==> src/sv/spq_pkg.sv <==
// Package for the sorted priority queue: sizes, codes and state type.
// No dependencies.
`timescale 1ns / 1ps
package spq_pkg;
    localparam int unsigned QueueDepthDef   = 16;
    localparam int unsigned PayloadWidthDef = 32;
    localparam int unsigned PrioWidth       = 16;
    localparam int unsigned CountWidth      = 5;

    typedef enum logic [1:0] {
        OP_ENQ = 2'd0,
        OP_DEQ = 2'd1,
        OP_REV = 2'd2,
        OP_CLR = 2'd3
    } t_op;

    typedef enum logic [1:0] {
        ST_DONE  = 2'd0,
        ST_EMPTY = 2'd1,
        ST_FULL  = 2'd2
    } t_status;

    typedef enum logic [2:0] {
        S_IDLE,
        S_SCAN,
        S_MOVE,
        S_HEAD,
        S_ENDS,
        S_OUT
    } t_state;

    localparam logic [1:0] RegOrderedMode = 2'd0;
endpackage

==> src/sv/spq_if.sv <==
// Valid/ready channel interfaces for the sorted priority queue.
// No dependencies.
`timescale 1ns / 1ps
interface spq_in_if;
    logic               valid;
    logic               ready;
    logic [1:0]         operation;
    logic signed [15:0] item_priority;
    logic [31:0]        item_payload;
    modport source (output valid, operation, item_priority, item_payload, input ready);
    modport sink   (input valid, operation, item_priority, item_payload, output ready);
endinterface

interface spq_out_if;
    logic               valid;
    logic               ready;
    logic [1:0]         status;
    logic [31:0]        removed_payload;
    logic signed [15:0] removed_priority;
    logic [4:0]         item_count;
    logic               is_empty;
    logic [31:0]        head_payload;
    logic signed [15:0] head_priority;
    logic [31:0]        tail_payload;
    logic signed [15:0] tail_priority;
    modport source (output valid, status, removed_payload, removed_priority, item_count,
                    is_empty, head_payload, head_priority, tail_payload, tail_priority,
                    input ready);
    modport sink   (input valid, status, removed_payload, removed_priority, item_count,
                    is_empty, head_payload, head_priority, tail_payload, tail_priority,
                    output ready);
endinterface

==> src/sv/sorted_priority_queue.sv <==
// Sorted priority queue: a memory-resident circular buffer with sorted insert.
// Depends on spq_pkg and spq_if.
`timescale 1ns / 1ps
// Items live in one memory (payload and priority side by side) used as a ring
// buffer addressed from a head pointer, so dequeue and reverse only move
// pointers and a direction bit. An ordered enqueue scans from the tail down,
// slot by slot (read, then write the slot one place further up) until it
// finds the insertion point, moving up every stored item with priority >= the
// new one; when every stored item qualifies, the new word then takes the head
// slot in an extra write step. Plain enqueue, ordered enqueue into an empty or
// full queue, dequeue, reverse and clear skip the scan. Every operation ends
// with the end-slot reads, head then tail, through the single read port. One
// word is in flight at a time; a new word is taken only once the output
// register holds no unaccepted result or that result is being accepted.
module sorted_priority_queue
    import spq_pkg::*;
#(
    parameter int unsigned QUEUE_DEPTH   = spq_pkg::QueueDepthDef,
    parameter int unsigned PAYLOAD_WIDTH = spq_pkg::PayloadWidthDef
) (
    input  logic        i_clk,
    input  logic        i_rst_n,
    spq_in_if.sink      i_in,
    spq_out_if.source   o_out,
    input  logic        psel,
    input  logic        penable,
    input  logic        pwrite,
    input  logic [1:0]  paddr,
    input  logic [31:0] pwdata,
    output logic [31:0] prdata,
    output logic        pready
);
    localparam int unsigned AW = (QUEUE_DEPTH > 1) ? $clog2(QUEUE_DEPTH) : 1;
    localparam int unsigned CW = $clog2(QUEUE_DEPTH + 1);
    localparam int unsigned EW = PAYLOAD_WIDTH + PrioWidth;

    logic [EW-1:0] r_mem [QUEUE_DEPTH];
    logic [EW-1:0] r_rd;

    t_state r_state, n_state;
    logic          r_ordered, r_sort, n_sort;
    logic          r_rev, n_rev;          // 1: logical index runs downwards
    logic [AW-1:0] r_head, n_head;
    logic [CW-1:0] r_cnt, n_cnt;
    logic [CW-1:0] r_pos, n_pos;          // logical index being scanned
    logic [1:0]    r_op;
    logic signed [PrioWidth-1:0] r_pri;
    logic [PAYLOAD_WIDTH-1:0]    r_pay;
    logic [1:0]    r_stat, n_stat;
    logic [EW-1:0] r_rem, n_rem;
    logic [EW-1:0] r_hd, n_hd;
    logic          r_ph, n_ph;            // end-read phase: 0 head, 1 tail
    logic          r_ovld, n_ovld;

    logic          rd_en, wr_en;
    logic [AW-1:0] rd_addr, wr_addr;
    logic [EW-1:0] wr_data;
    logic [CW-1:0] rd_l;

    // logical index to physical slot
    function automatic logic [AW-1:0] phys(input logic [AW-1:0] head, input logic rev,
                                           input logic [CW-1:0] l);
        logic [AW:0] s;
        logic [AW:0] d;
        logic [AW:0] h;
        begin
            d = (AW+1)'(l);
            h = {1'b0, head};
            if (!rev) begin
                s = h + d;
                if (s >= (AW+1)'(QUEUE_DEPTH)) s = s - (AW+1)'(QUEUE_DEPTH);
            end else begin
                s = (h >= d) ? h - d : h + (AW+1)'(QUEUE_DEPTH) - d;
            end
            return s[AW-1:0];
        end
    endfunction

    assign pready = 1'b1;
    assign prdata = {31'd0, r_ordered};
    assign i_in.ready = (r_state == S_IDLE) && (!r_ovld || o_out.ready);

    always_ff @(posedge i_clk) begin
        if (!i_rst_n) r_ordered <= 1'b0;
        else if (psel && penable && pwrite && paddr == RegOrderedMode)
            r_ordered <= pwdata[0];
    end

    always_ff @(posedge i_clk) begin
        if (wr_en) r_mem[wr_addr] <= wr_data;
        if (rd_en) r_rd <= r_mem[rd_addr];
    end

    logic signed [PrioWidth-1:0] rd_pri;
    assign rd_pri = r_rd[PrioWidth-1:0];

    always_comb begin
        n_state = r_state;
        unique case (r_state)
            S_IDLE: if (i_in.valid && i_in.ready) begin
                unique case (t_op'(i_in.operation))
                    OP_ENQ: n_state = (r_cnt >= CW'(QUEUE_DEPTH)) ? S_ENDS
                                    : ((r_cnt != '0) && r_sort) ? S_SCAN : S_ENDS;
                    default: n_state = S_ENDS;
                endcase
            end
            S_SCAN: n_state = S_MOVE;
            S_MOVE: n_state = (r_pri > rd_pri) ? S_ENDS
                            : (r_pos == '0) ? S_HEAD : S_SCAN;
            S_HEAD: n_state = S_ENDS;
            S_ENDS: n_state = r_ph ? S_OUT : S_ENDS;
            S_OUT:  n_state = S_IDLE;
            default: n_state = S_IDLE;
        endcase
    end

    always_comb begin
        n_sort = r_sort; n_rev = r_rev; n_head = r_head; n_cnt = r_cnt;
        n_pos = r_pos; n_stat = r_stat; n_rem = r_rem; n_hd = r_hd; n_ph = r_ph;
        n_ovld = r_ovld && !o_out.ready;
        rd_en = 1'b0; wr_en = 1'b0; rd_l = '0;
        wr_addr = '0; wr_data = {r_pay, r_pri};
        unique case (r_state)
            S_IDLE: begin
                n_ph = 1'b0;
                n_stat = ST_DONE; n_rem = '0;
                n_pos = r_cnt - CW'(1);
                rd_en = 1'b1; rd_l = r_cnt - CW'(1);
            end
            S_SCAN: begin
                rd_en = 1'b1; rd_l = r_pos;
            end
            S_MOVE: begin
                wr_en = 1'b1;
                wr_addr = phys(r_head, r_rev, r_pos + CW'(1));
                if (r_pri > rd_pri) n_cnt = r_cnt + CW'(1);
                else wr_data = r_rd;
                n_pos = r_pos - CW'(1);
            end
            S_HEAD: begin
                // every stored word has moved up one place: new word takes the head
                wr_en = 1'b1;
                wr_addr = phys(r_head, r_rev, '0);
                n_cnt = r_cnt + CW'(1);
            end
            S_ENDS: begin
                rd_en = 1'b1;
                rd_l = r_ph ? r_cnt - CW'(1) : '0;
                if (r_ph) n_hd = r_rd;
                n_ph = 1'b1;
            end
            S_OUT: n_ovld = 1'b1;
            default: ;
        endcase
        // operation side effects on entry
        if (r_state == S_IDLE && i_in.valid && i_in.ready) begin
            unique case (t_op'(i_in.operation))
                OP_ENQ: begin
                    if (r_cnt >= CW'(QUEUE_DEPTH)) n_stat = ST_FULL;
                    else if (r_cnt == '0 || !r_sort) begin
                        wr_en = 1'b1;
                        wr_addr = phys(r_head, r_rev, r_cnt);
                        wr_data = {PAYLOAD_WIDTH'(i_in.item_payload), i_in.item_priority};
                        n_cnt = r_cnt + CW'(1);
                    end
                end
                OP_DEQ: begin
                    if (r_cnt == '0) n_stat = ST_EMPTY;
                    else begin
                        rd_en = 1'b1; rd_l = '0;
                        n_head = phys(r_head, r_rev, CW'(1));
                        n_cnt = r_cnt - CW'(1);
                    end
                end
                OP_REV: begin
                    if (r_cnt != '0) begin
                        n_head = phys(r_head, r_rev, r_cnt - CW'(1));
                        n_rev = !r_rev;
                    end
                    n_sort = 1'b0;
                end
                default: begin
                    n_cnt = '0; n_sort = r_ordered;
                end
            endcase
        end
        if (r_state == S_ENDS && !r_ph && r_op == OP_DEQ && r_stat == ST_DONE)
            n_rem = r_rd;
        rd_addr = phys(r_head, r_rev, rd_l);
        // ENDS phase 0 reads the head slot; the last write is already in memory
        if (r_state == S_ENDS && !r_ph) rd_addr = phys(r_head, r_rev, '0);
    end

    // dequeue read happens in IDLE at old head; ENDS phase 0 re-reads the new
    // head, so the removed item is captured from the IDLE read here.
    logic r_deq_cap;
    always_ff @(posedge i_clk) begin
        if (!i_rst_n) begin
            r_state <= S_IDLE; r_sort <= 1'b0; r_rev <= 1'b0; r_head <= '0;
            r_cnt <= '0; r_ovld <= 1'b0; r_ph <= 1'b0; r_deq_cap <= 1'b0;
        end else begin
            r_state <= n_state; r_sort <= n_sort; r_rev <= n_rev; r_head <= n_head;
            r_cnt <= n_cnt; r_ovld <= n_ovld; r_ph <= n_ph;
            r_deq_cap <= r_state == S_IDLE && i_in.valid && i_in.ready
                         && i_in.operation == OP_DEQ && r_cnt != '0;
        end
    end

    always_ff @(posedge i_clk) begin
        r_pos <= n_pos; r_stat <= n_stat; r_hd <= n_hd;
        r_rem <= r_deq_cap ? r_rd : n_rem;
        if (r_state == S_IDLE && i_in.valid && i_in.ready) begin
            r_op  <= i_in.operation;
            r_pri <= i_in.item_priority;
            r_pay <= PAYLOAD_WIDTH'(i_in.item_payload);
        end
    end

    // output register
    logic                     r_o_empty;
    logic [CW-1:0]            r_o_cnt;
    logic [EW-1:0]            r_o_hd, r_o_tl, r_o_rem;
    logic [1:0]               r_o_stat;
    always_ff @(posedge i_clk) begin
        if (r_state == S_OUT) begin
            r_o_cnt <= r_cnt; r_o_empty <= (r_cnt == '0);
            r_o_hd <= (r_cnt == '0) ? '0 : r_hd;
            r_o_tl <= (r_cnt == '0) ? '0 : r_rd;
            r_o_rem <= r_rem; r_o_stat <= r_stat;
        end
    end

    assign o_out.valid            = r_ovld;
    assign o_out.status           = r_o_stat;
    assign o_out.removed_payload  = 32'(r_o_rem[EW-1:PrioWidth]);
    assign o_out.removed_priority = r_o_rem[PrioWidth-1:0];
    assign o_out.item_count       = CountWidth'(r_o_cnt);
    assign o_out.is_empty         = r_o_empty;
    assign o_out.head_payload     = 32'(r_o_hd[EW-1:PrioWidth]);
    assign o_out.head_priority    = r_o_hd[PrioWidth-1:0];
    assign o_out.tail_payload     = 32'(r_o_tl[EW-1:PrioWidth]);
    assign o_out.tail_priority    = r_o_tl[PrioWidth-1:0];
endmodule

==> src/flat_wrapper.sv <==
// flat-port wrapper written by rule: the top's interface ports become plain ports
module sorted_priority_queue_flat import spq_pkg::*;
#(
    parameter int unsigned QUEUE_DEPTH   = spq_pkg::QueueDepthDef,
    parameter int unsigned PAYLOAD_WIDTH = spq_pkg::PayloadWidthDef
)
  (i_clk, i_rst_n, psel, penable, pwrite, paddr, pwdata, prdata, pready, i_in_valid, i_in_operation, i_in_item_priority, i_in_item_payload, i_in_ready, o_out_valid, o_out_status, o_out_removed_payload, o_out_removed_priority, o_out_item_count, o_out_is_empty, o_out_head_payload, o_out_head_priority, o_out_tail_payload, o_out_tail_priority, o_out_ready);
  spq_in_if i_in_i ();
  spq_out_if o_out_i ();
  input  logic i_clk;
  input  logic i_rst_n;
  input  logic psel;
  input  logic penable;
  input  logic pwrite;
  input  logic [1:0] paddr;
  input  logic [31:0] pwdata;
  output logic [31:0] prdata;
  output logic pready;
  input wire logic [$bits(i_in_i.valid)-1:0] i_in_valid;
  input wire logic [$bits(i_in_i.operation)-1:0] i_in_operation;
  input wire logic [$bits(i_in_i.item_priority)-1:0] i_in_item_priority;
  input wire logic [$bits(i_in_i.item_payload)-1:0] i_in_item_payload;
  output wire logic [$bits(i_in_i.ready)-1:0] i_in_ready;
  output wire logic [$bits(o_out_i.valid)-1:0] o_out_valid;
  output wire logic [$bits(o_out_i.status)-1:0] o_out_status;
  output wire logic [$bits(o_out_i.removed_payload)-1:0] o_out_removed_payload;
  output wire logic [$bits(o_out_i.removed_priority)-1:0] o_out_removed_priority;
  output wire logic [$bits(o_out_i.item_count)-1:0] o_out_item_count;
  output wire logic [$bits(o_out_i.is_empty)-1:0] o_out_is_empty;
  output wire logic [$bits(o_out_i.head_payload)-1:0] o_out_head_payload;
  output wire logic [$bits(o_out_i.head_priority)-1:0] o_out_head_priority;
  output wire logic [$bits(o_out_i.tail_payload)-1:0] o_out_tail_payload;
  output wire logic [$bits(o_out_i.tail_priority)-1:0] o_out_tail_priority;
  input wire logic [$bits(o_out_i.ready)-1:0] o_out_ready;
  assign i_in_i.valid = i_in_valid;
  assign i_in_i.operation = i_in_operation;
  assign i_in_i.item_priority = i_in_item_priority;
  assign i_in_i.item_payload = i_in_item_payload;
  assign i_in_ready = i_in_i.ready;
  assign o_out_valid = o_out_i.valid;
  assign o_out_status = o_out_i.status;
  assign o_out_removed_payload = o_out_i.removed_payload;
  assign o_out_removed_priority = o_out_i.removed_priority;
  assign o_out_item_count = o_out_i.item_count;
  assign o_out_is_empty = o_out_i.is_empty;
  assign o_out_head_payload = o_out_i.head_payload;
  assign o_out_head_priority = o_out_i.head_priority;
  assign o_out_tail_payload = o_out_i.tail_payload;
  assign o_out_tail_priority = o_out_i.tail_priority;
  assign o_out_i.ready = o_out_ready;
  sorted_priority_queue #(.QUEUE_DEPTH(QUEUE_DEPTH), .PAYLOAD_WIDTH(PAYLOAD_WIDTH)) u_core (.i_clk(i_clk), .i_rst_n(i_rst_n), .i_in(i_in_i), .o_out(o_out_i), .psel(psel), .penable(penable), .pwrite(pwrite), .paddr(paddr), .pwdata(pwdata), .prdata(prdata), .pready(pready));
endmodule
==> config.mk <==
export PLATFORM = sky130hd
export DESIGN_NAME = sorted_priority_queue_flat
export DESIGN_NICKNAME = d
export VERILOG_FILES = /design/src/sv/spq_pkg.sv /design/src/sv/spq_if.sv /design/src/sv/sorted_priority_queue.sv /design/src/flat_wrapper.sv
export SDC_FILE = /design/constraint.sdc
export NUM_CORES = 1
export LEC_CHECK = 0
export BUFFER_PORTS_ARGS = -buffer_cell sky130_fd_sc_hd__clkbuf_2
export CAP_MARGIN = 20
export CELL_PAD_IN_SITES_DETAIL_PLACEMENT = 1
export CELL_PAD_IN_SITES_GLOBAL_PLACEMENT = 1
export CORE_MARGIN = 1.5
export CORE_UTILIZATION = 53
export DETAILED_ROUTE_END_ITERATION = 12
export GPL_TIMING_DRIVEN = 0
export PLACE_DENSITY_LB_ADDON = 0.12
export SETUP_SLACK_MARGIN = 0.05
export SYNTH_ARGS = -nofsm -noshare
export SYNTH_HDL_FRONTEND = slang
export SYNTH_SLANG_ARGS = --single-unit
==> constraint.sdc <==
create_clock -name i_clk -period 7.9 [get_ports i_clk]
set_input_delay 0.79 -clock i_clk [delete_from_list [all_inputs] [get_ports i_clk]]
set_output_delay 0.79 -clock i_clk [all_outputs]
set_load 0.005 [all_outputs]
==> impl_metrics.csv <==
group,metric,value,unit
timing,worst_slack,1.603,ns
final_layout,fin_util,62.63,%
final_layout,fin_nets,2911,
timing,slew_viol_final,0,
worst_setup_path,worstRegToRegCells,20,
detailed_routing,routed_wl,119.8,mm
synth,yosys-top-cells-area,"edfxtp_1 (75%), mux4_2 (9.6%), mux2i_1 (4.0%), and2_1 (1.2%), ha_1 (1.1%)",
synth,ys_ff_latch,1139,
global_routing,grt_max_degree,113,
placement,dpl_worst_slack,1.755,ns
clock_network,clockBufferDepth,3,
placement,place_area,0.04881,sq mm
pwr,powerDensity,308.8,mW/mm^2
synth,synth_commonest_cells,"edfxtp_1 (1119), mux4_2 (192), mux2i_1 (181)",
detailed_routing,vias,24012,
worst_setup_path,path_class,"reg -> reg",
die,start_util,53.65,%
synth,synth_edf_count,1119,
pwr,p_leak,18.36,nW
detailed_routing,routedWlPerCell,29.86,um
final_layout,drive_gt1_share,26.93,%
timing,fin_crit,6.297,ns
placement,place_congestion,0.8541,
worst_setup_path,cp_max_fo,10,
worst_setup_path,arrival,6.72,ns
synth,synth-main-ff-cell,"edfxtp_1",
die,die_width,294.3,um
worst_setup_path,crit_start,"u_core.r_cnt[0]",
global_routing,grt_overflow_total,0,
synth,yosys.area.top_type,"edfxtp_1",
synth,syn_inst,2328,
worst_setup_path,rr_startpoint,"u_core.r_cnt[0]",
worst_setup_path,crit_path_end,"u_core.r_rd[10]",
global_routing,grt_pass1_wl,174.0,mm
detailed_routing,drtPass1Iterations,5,
clock_network,clockRootBuffer,"clkbuf_16",
synth,async_reset_ff_share,0,%
global_routing,grtUsageTotal,27.96,%
flow_run,drv_cap,0,
worst_setup_path,worstPathCellList,"clkbuf_1, inv_1, ha_1, buf_2, or4b_1, buf_4, nand2_8, o21ai_2, nor2_1, inv_1, ha_1, nor2_1, a21oi_1, fa_1, a21oi_1, buf_2, buf_1, mux4_2, mux2i_1, mux2i_1",
placement,dp_hpwl,81.43,mm
worst_setup_path,reg2reg_slack,1.60,ns
run_status,status,"complete, no violations",
final_layout,final_cells,4011,
placement,port_buffers,214,
timing,finalHoldViolCount,0,
worst_setup_path,cp-end-kind,"flip-flop",
clock_network,ctsHoldBuffers,0,
die,core,0.08382,sq mm
detailed_routing,vias_per_cell,5.987,
detailed_routing,drc,0,
die,dieArea,0.08660,sq mm
clock_network,clock-sinks,1139,
synth,avgSynthCellArea,19.32,sq um
final_layout,syn2layout_area_growth,16.75,%
synth,synth_most_common_cell,"edfxtp_1",
worst_setup_path,start_kind,"flip-flop",
worst_setup_path,crit_required,8.32,ns
placement,dp.cells,3784,
synth,synth_cell_types,76,
synth,synth_top_area_share,74.73,%
clock_network,cts_made_buffers,115,
timing,rsz0062_at_grt,"false",
timing,tightest_slew,1.152,ns
die,pin_count,278,
detailed_routing,drtIter0Drc,2509,
worst_setup_path,max_stage_delay,0.80,ns
worst_hold_path,hold_path.class,"in -> reg",
clock_network,clock_latency,0.68,ns
worst_setup_path,critical_path_cell_count,20,
timing,post-route-period-util,79.70,%
timing,skew,0.02890,ns
pwr,ir_drop,0.2220,mV
global_routing,antenna_found_initial,7,
synth,ys_seq_area_share,75.62,%
timing,tns,0,ns
die,die_h,294.3,um
synth,yosysWarnings,0,
clock_network,cts_resized,0,
clock_network,htree_num_levels,3,
detailed_routing,ant_nets,0,
clock_network,cts_tree,"yes",
timing,max_freq,0.1588,GHz
final_layout,final_area,0.05250,sq mm
clock_network,post_cts_buffers,0,
worst_setup_path,crit_family,"buffers and inverters",
synth,synth_area,0.04497,sq mm
global_routing,grt_pass1_vias,25328,
worst_setup_path,cp_slowest_cell,"buf_1",
timing,setup_viol_count_final,0,
worst_setup_path,reg2reg_to,"u_core.r_rd[10]",
clock_network,cts.reportedPaths.clkPinSlew,0.07,ns
timing,slew_headroom,23.21,%
die,rows,106,
worst_setup_path,worst-path-buf-inv,7,
## logic make-up after synthesis
| family | count (synthesis) | share of synthesized area, % |
|---|---|---|
| flip-flops | 1139 | 75.62 |
| buffers and inverters | 196 | 2.162 |
| multiplexers | 374 | 13.67 |
| XOR/XNOR | 29 | 0.5816 |
| other | 2 | 0.01670 |
| AO/OA/AOI/OAI | 179 | 2.582 |
| adder cells (fa/ha/maj) | 43 | 1.263 |
| AND/OR/NAND/NOR | 366 | 4.104 |
## registers in the layout, indices dropped and copies added, names as in the netlist, 3 cells and up
register and flops:
u_core.r_mem 768, u_core.r_hd 48, u_core.r_o_hd 48, u_core.r_o_rem 48, u_core.r_o_tl 48, u_core.r_rd 48
u_core.r_rem 48, u_core.r_pay 32, u_core.r_pri 16, u_core.o_out.item_count 5, u_core.r_cnt 5, u_core.r_pos 5
u_core.r_head 4, u_core.r_state 3
## where the power goes
part           internal, W  switching (W)
clock              0.00300        0.00227
sequential         0.00711       0.000324
combinational      0.00147        0.00205
total               0.0116        0.00464
## placed cells by master (no fill, tap or decap), drive strengths merged, types with 53 or more instances in the layout
cell	n
and2	86
clkinv	53
o21ai	70
nor2	89
mux4	192
clkbuf	424
mux2i	181
buf	175
edfxtp	1119
nand2	89
## worst min-delay path by stage
stage,from,endpoint,cells past startpoint
finish,i_in_item_priority[0],u_core.r_pri[0],1
detailed placement,u_core.r_rem[47],u_core.r_o_rem[47],0
global route,i_in_item_priority[14],u_core.r_pri[14],1
global placement,u_core.r_rem[23],u_core.r_o_rem[23],0
CTS,i_in_item_priority[14],u_core.r_pri[14],1
floorplan,u_core.r_rem[0],u_core.r_o_rem[0],0
## per-stage QoR
stage | hold slack (ns) | total power, W
finish | 0.3053 | 0.01621
floorplan | 0.4003 | 0.009700
global route | 0.2862 | 0.01670
CTS | 0.2707 | 0.01629
global placement | 0.4013 | 0.01086
detailed placement | 0.4063 | 0.01103
## per-layer routing
layer	vias up	GRT usage, %	wire (um)
met5	-	0	0
met1	12710	38.99	49370
met3	179	4.095	8310
met2	1047	46.65	59180
li1	10076	-	-
met4	0	7.267	2927
## cell type report
type / count / area [sq um]
clock inverters: 69 / 531.8
diodes: 3 / 7.507
inverters: 44 / 170.2
flip-flops and latches: 1139 / 34000
plain buffers: 152 / 810.8
multi-input cells: 1023 / 10240
well taps: 1134 / 1419
repair buffers: 302 / 2243
clock buffers: 145 / 3073
fillers: 7186 / 31320
Power figures use the tool's default switching activity.
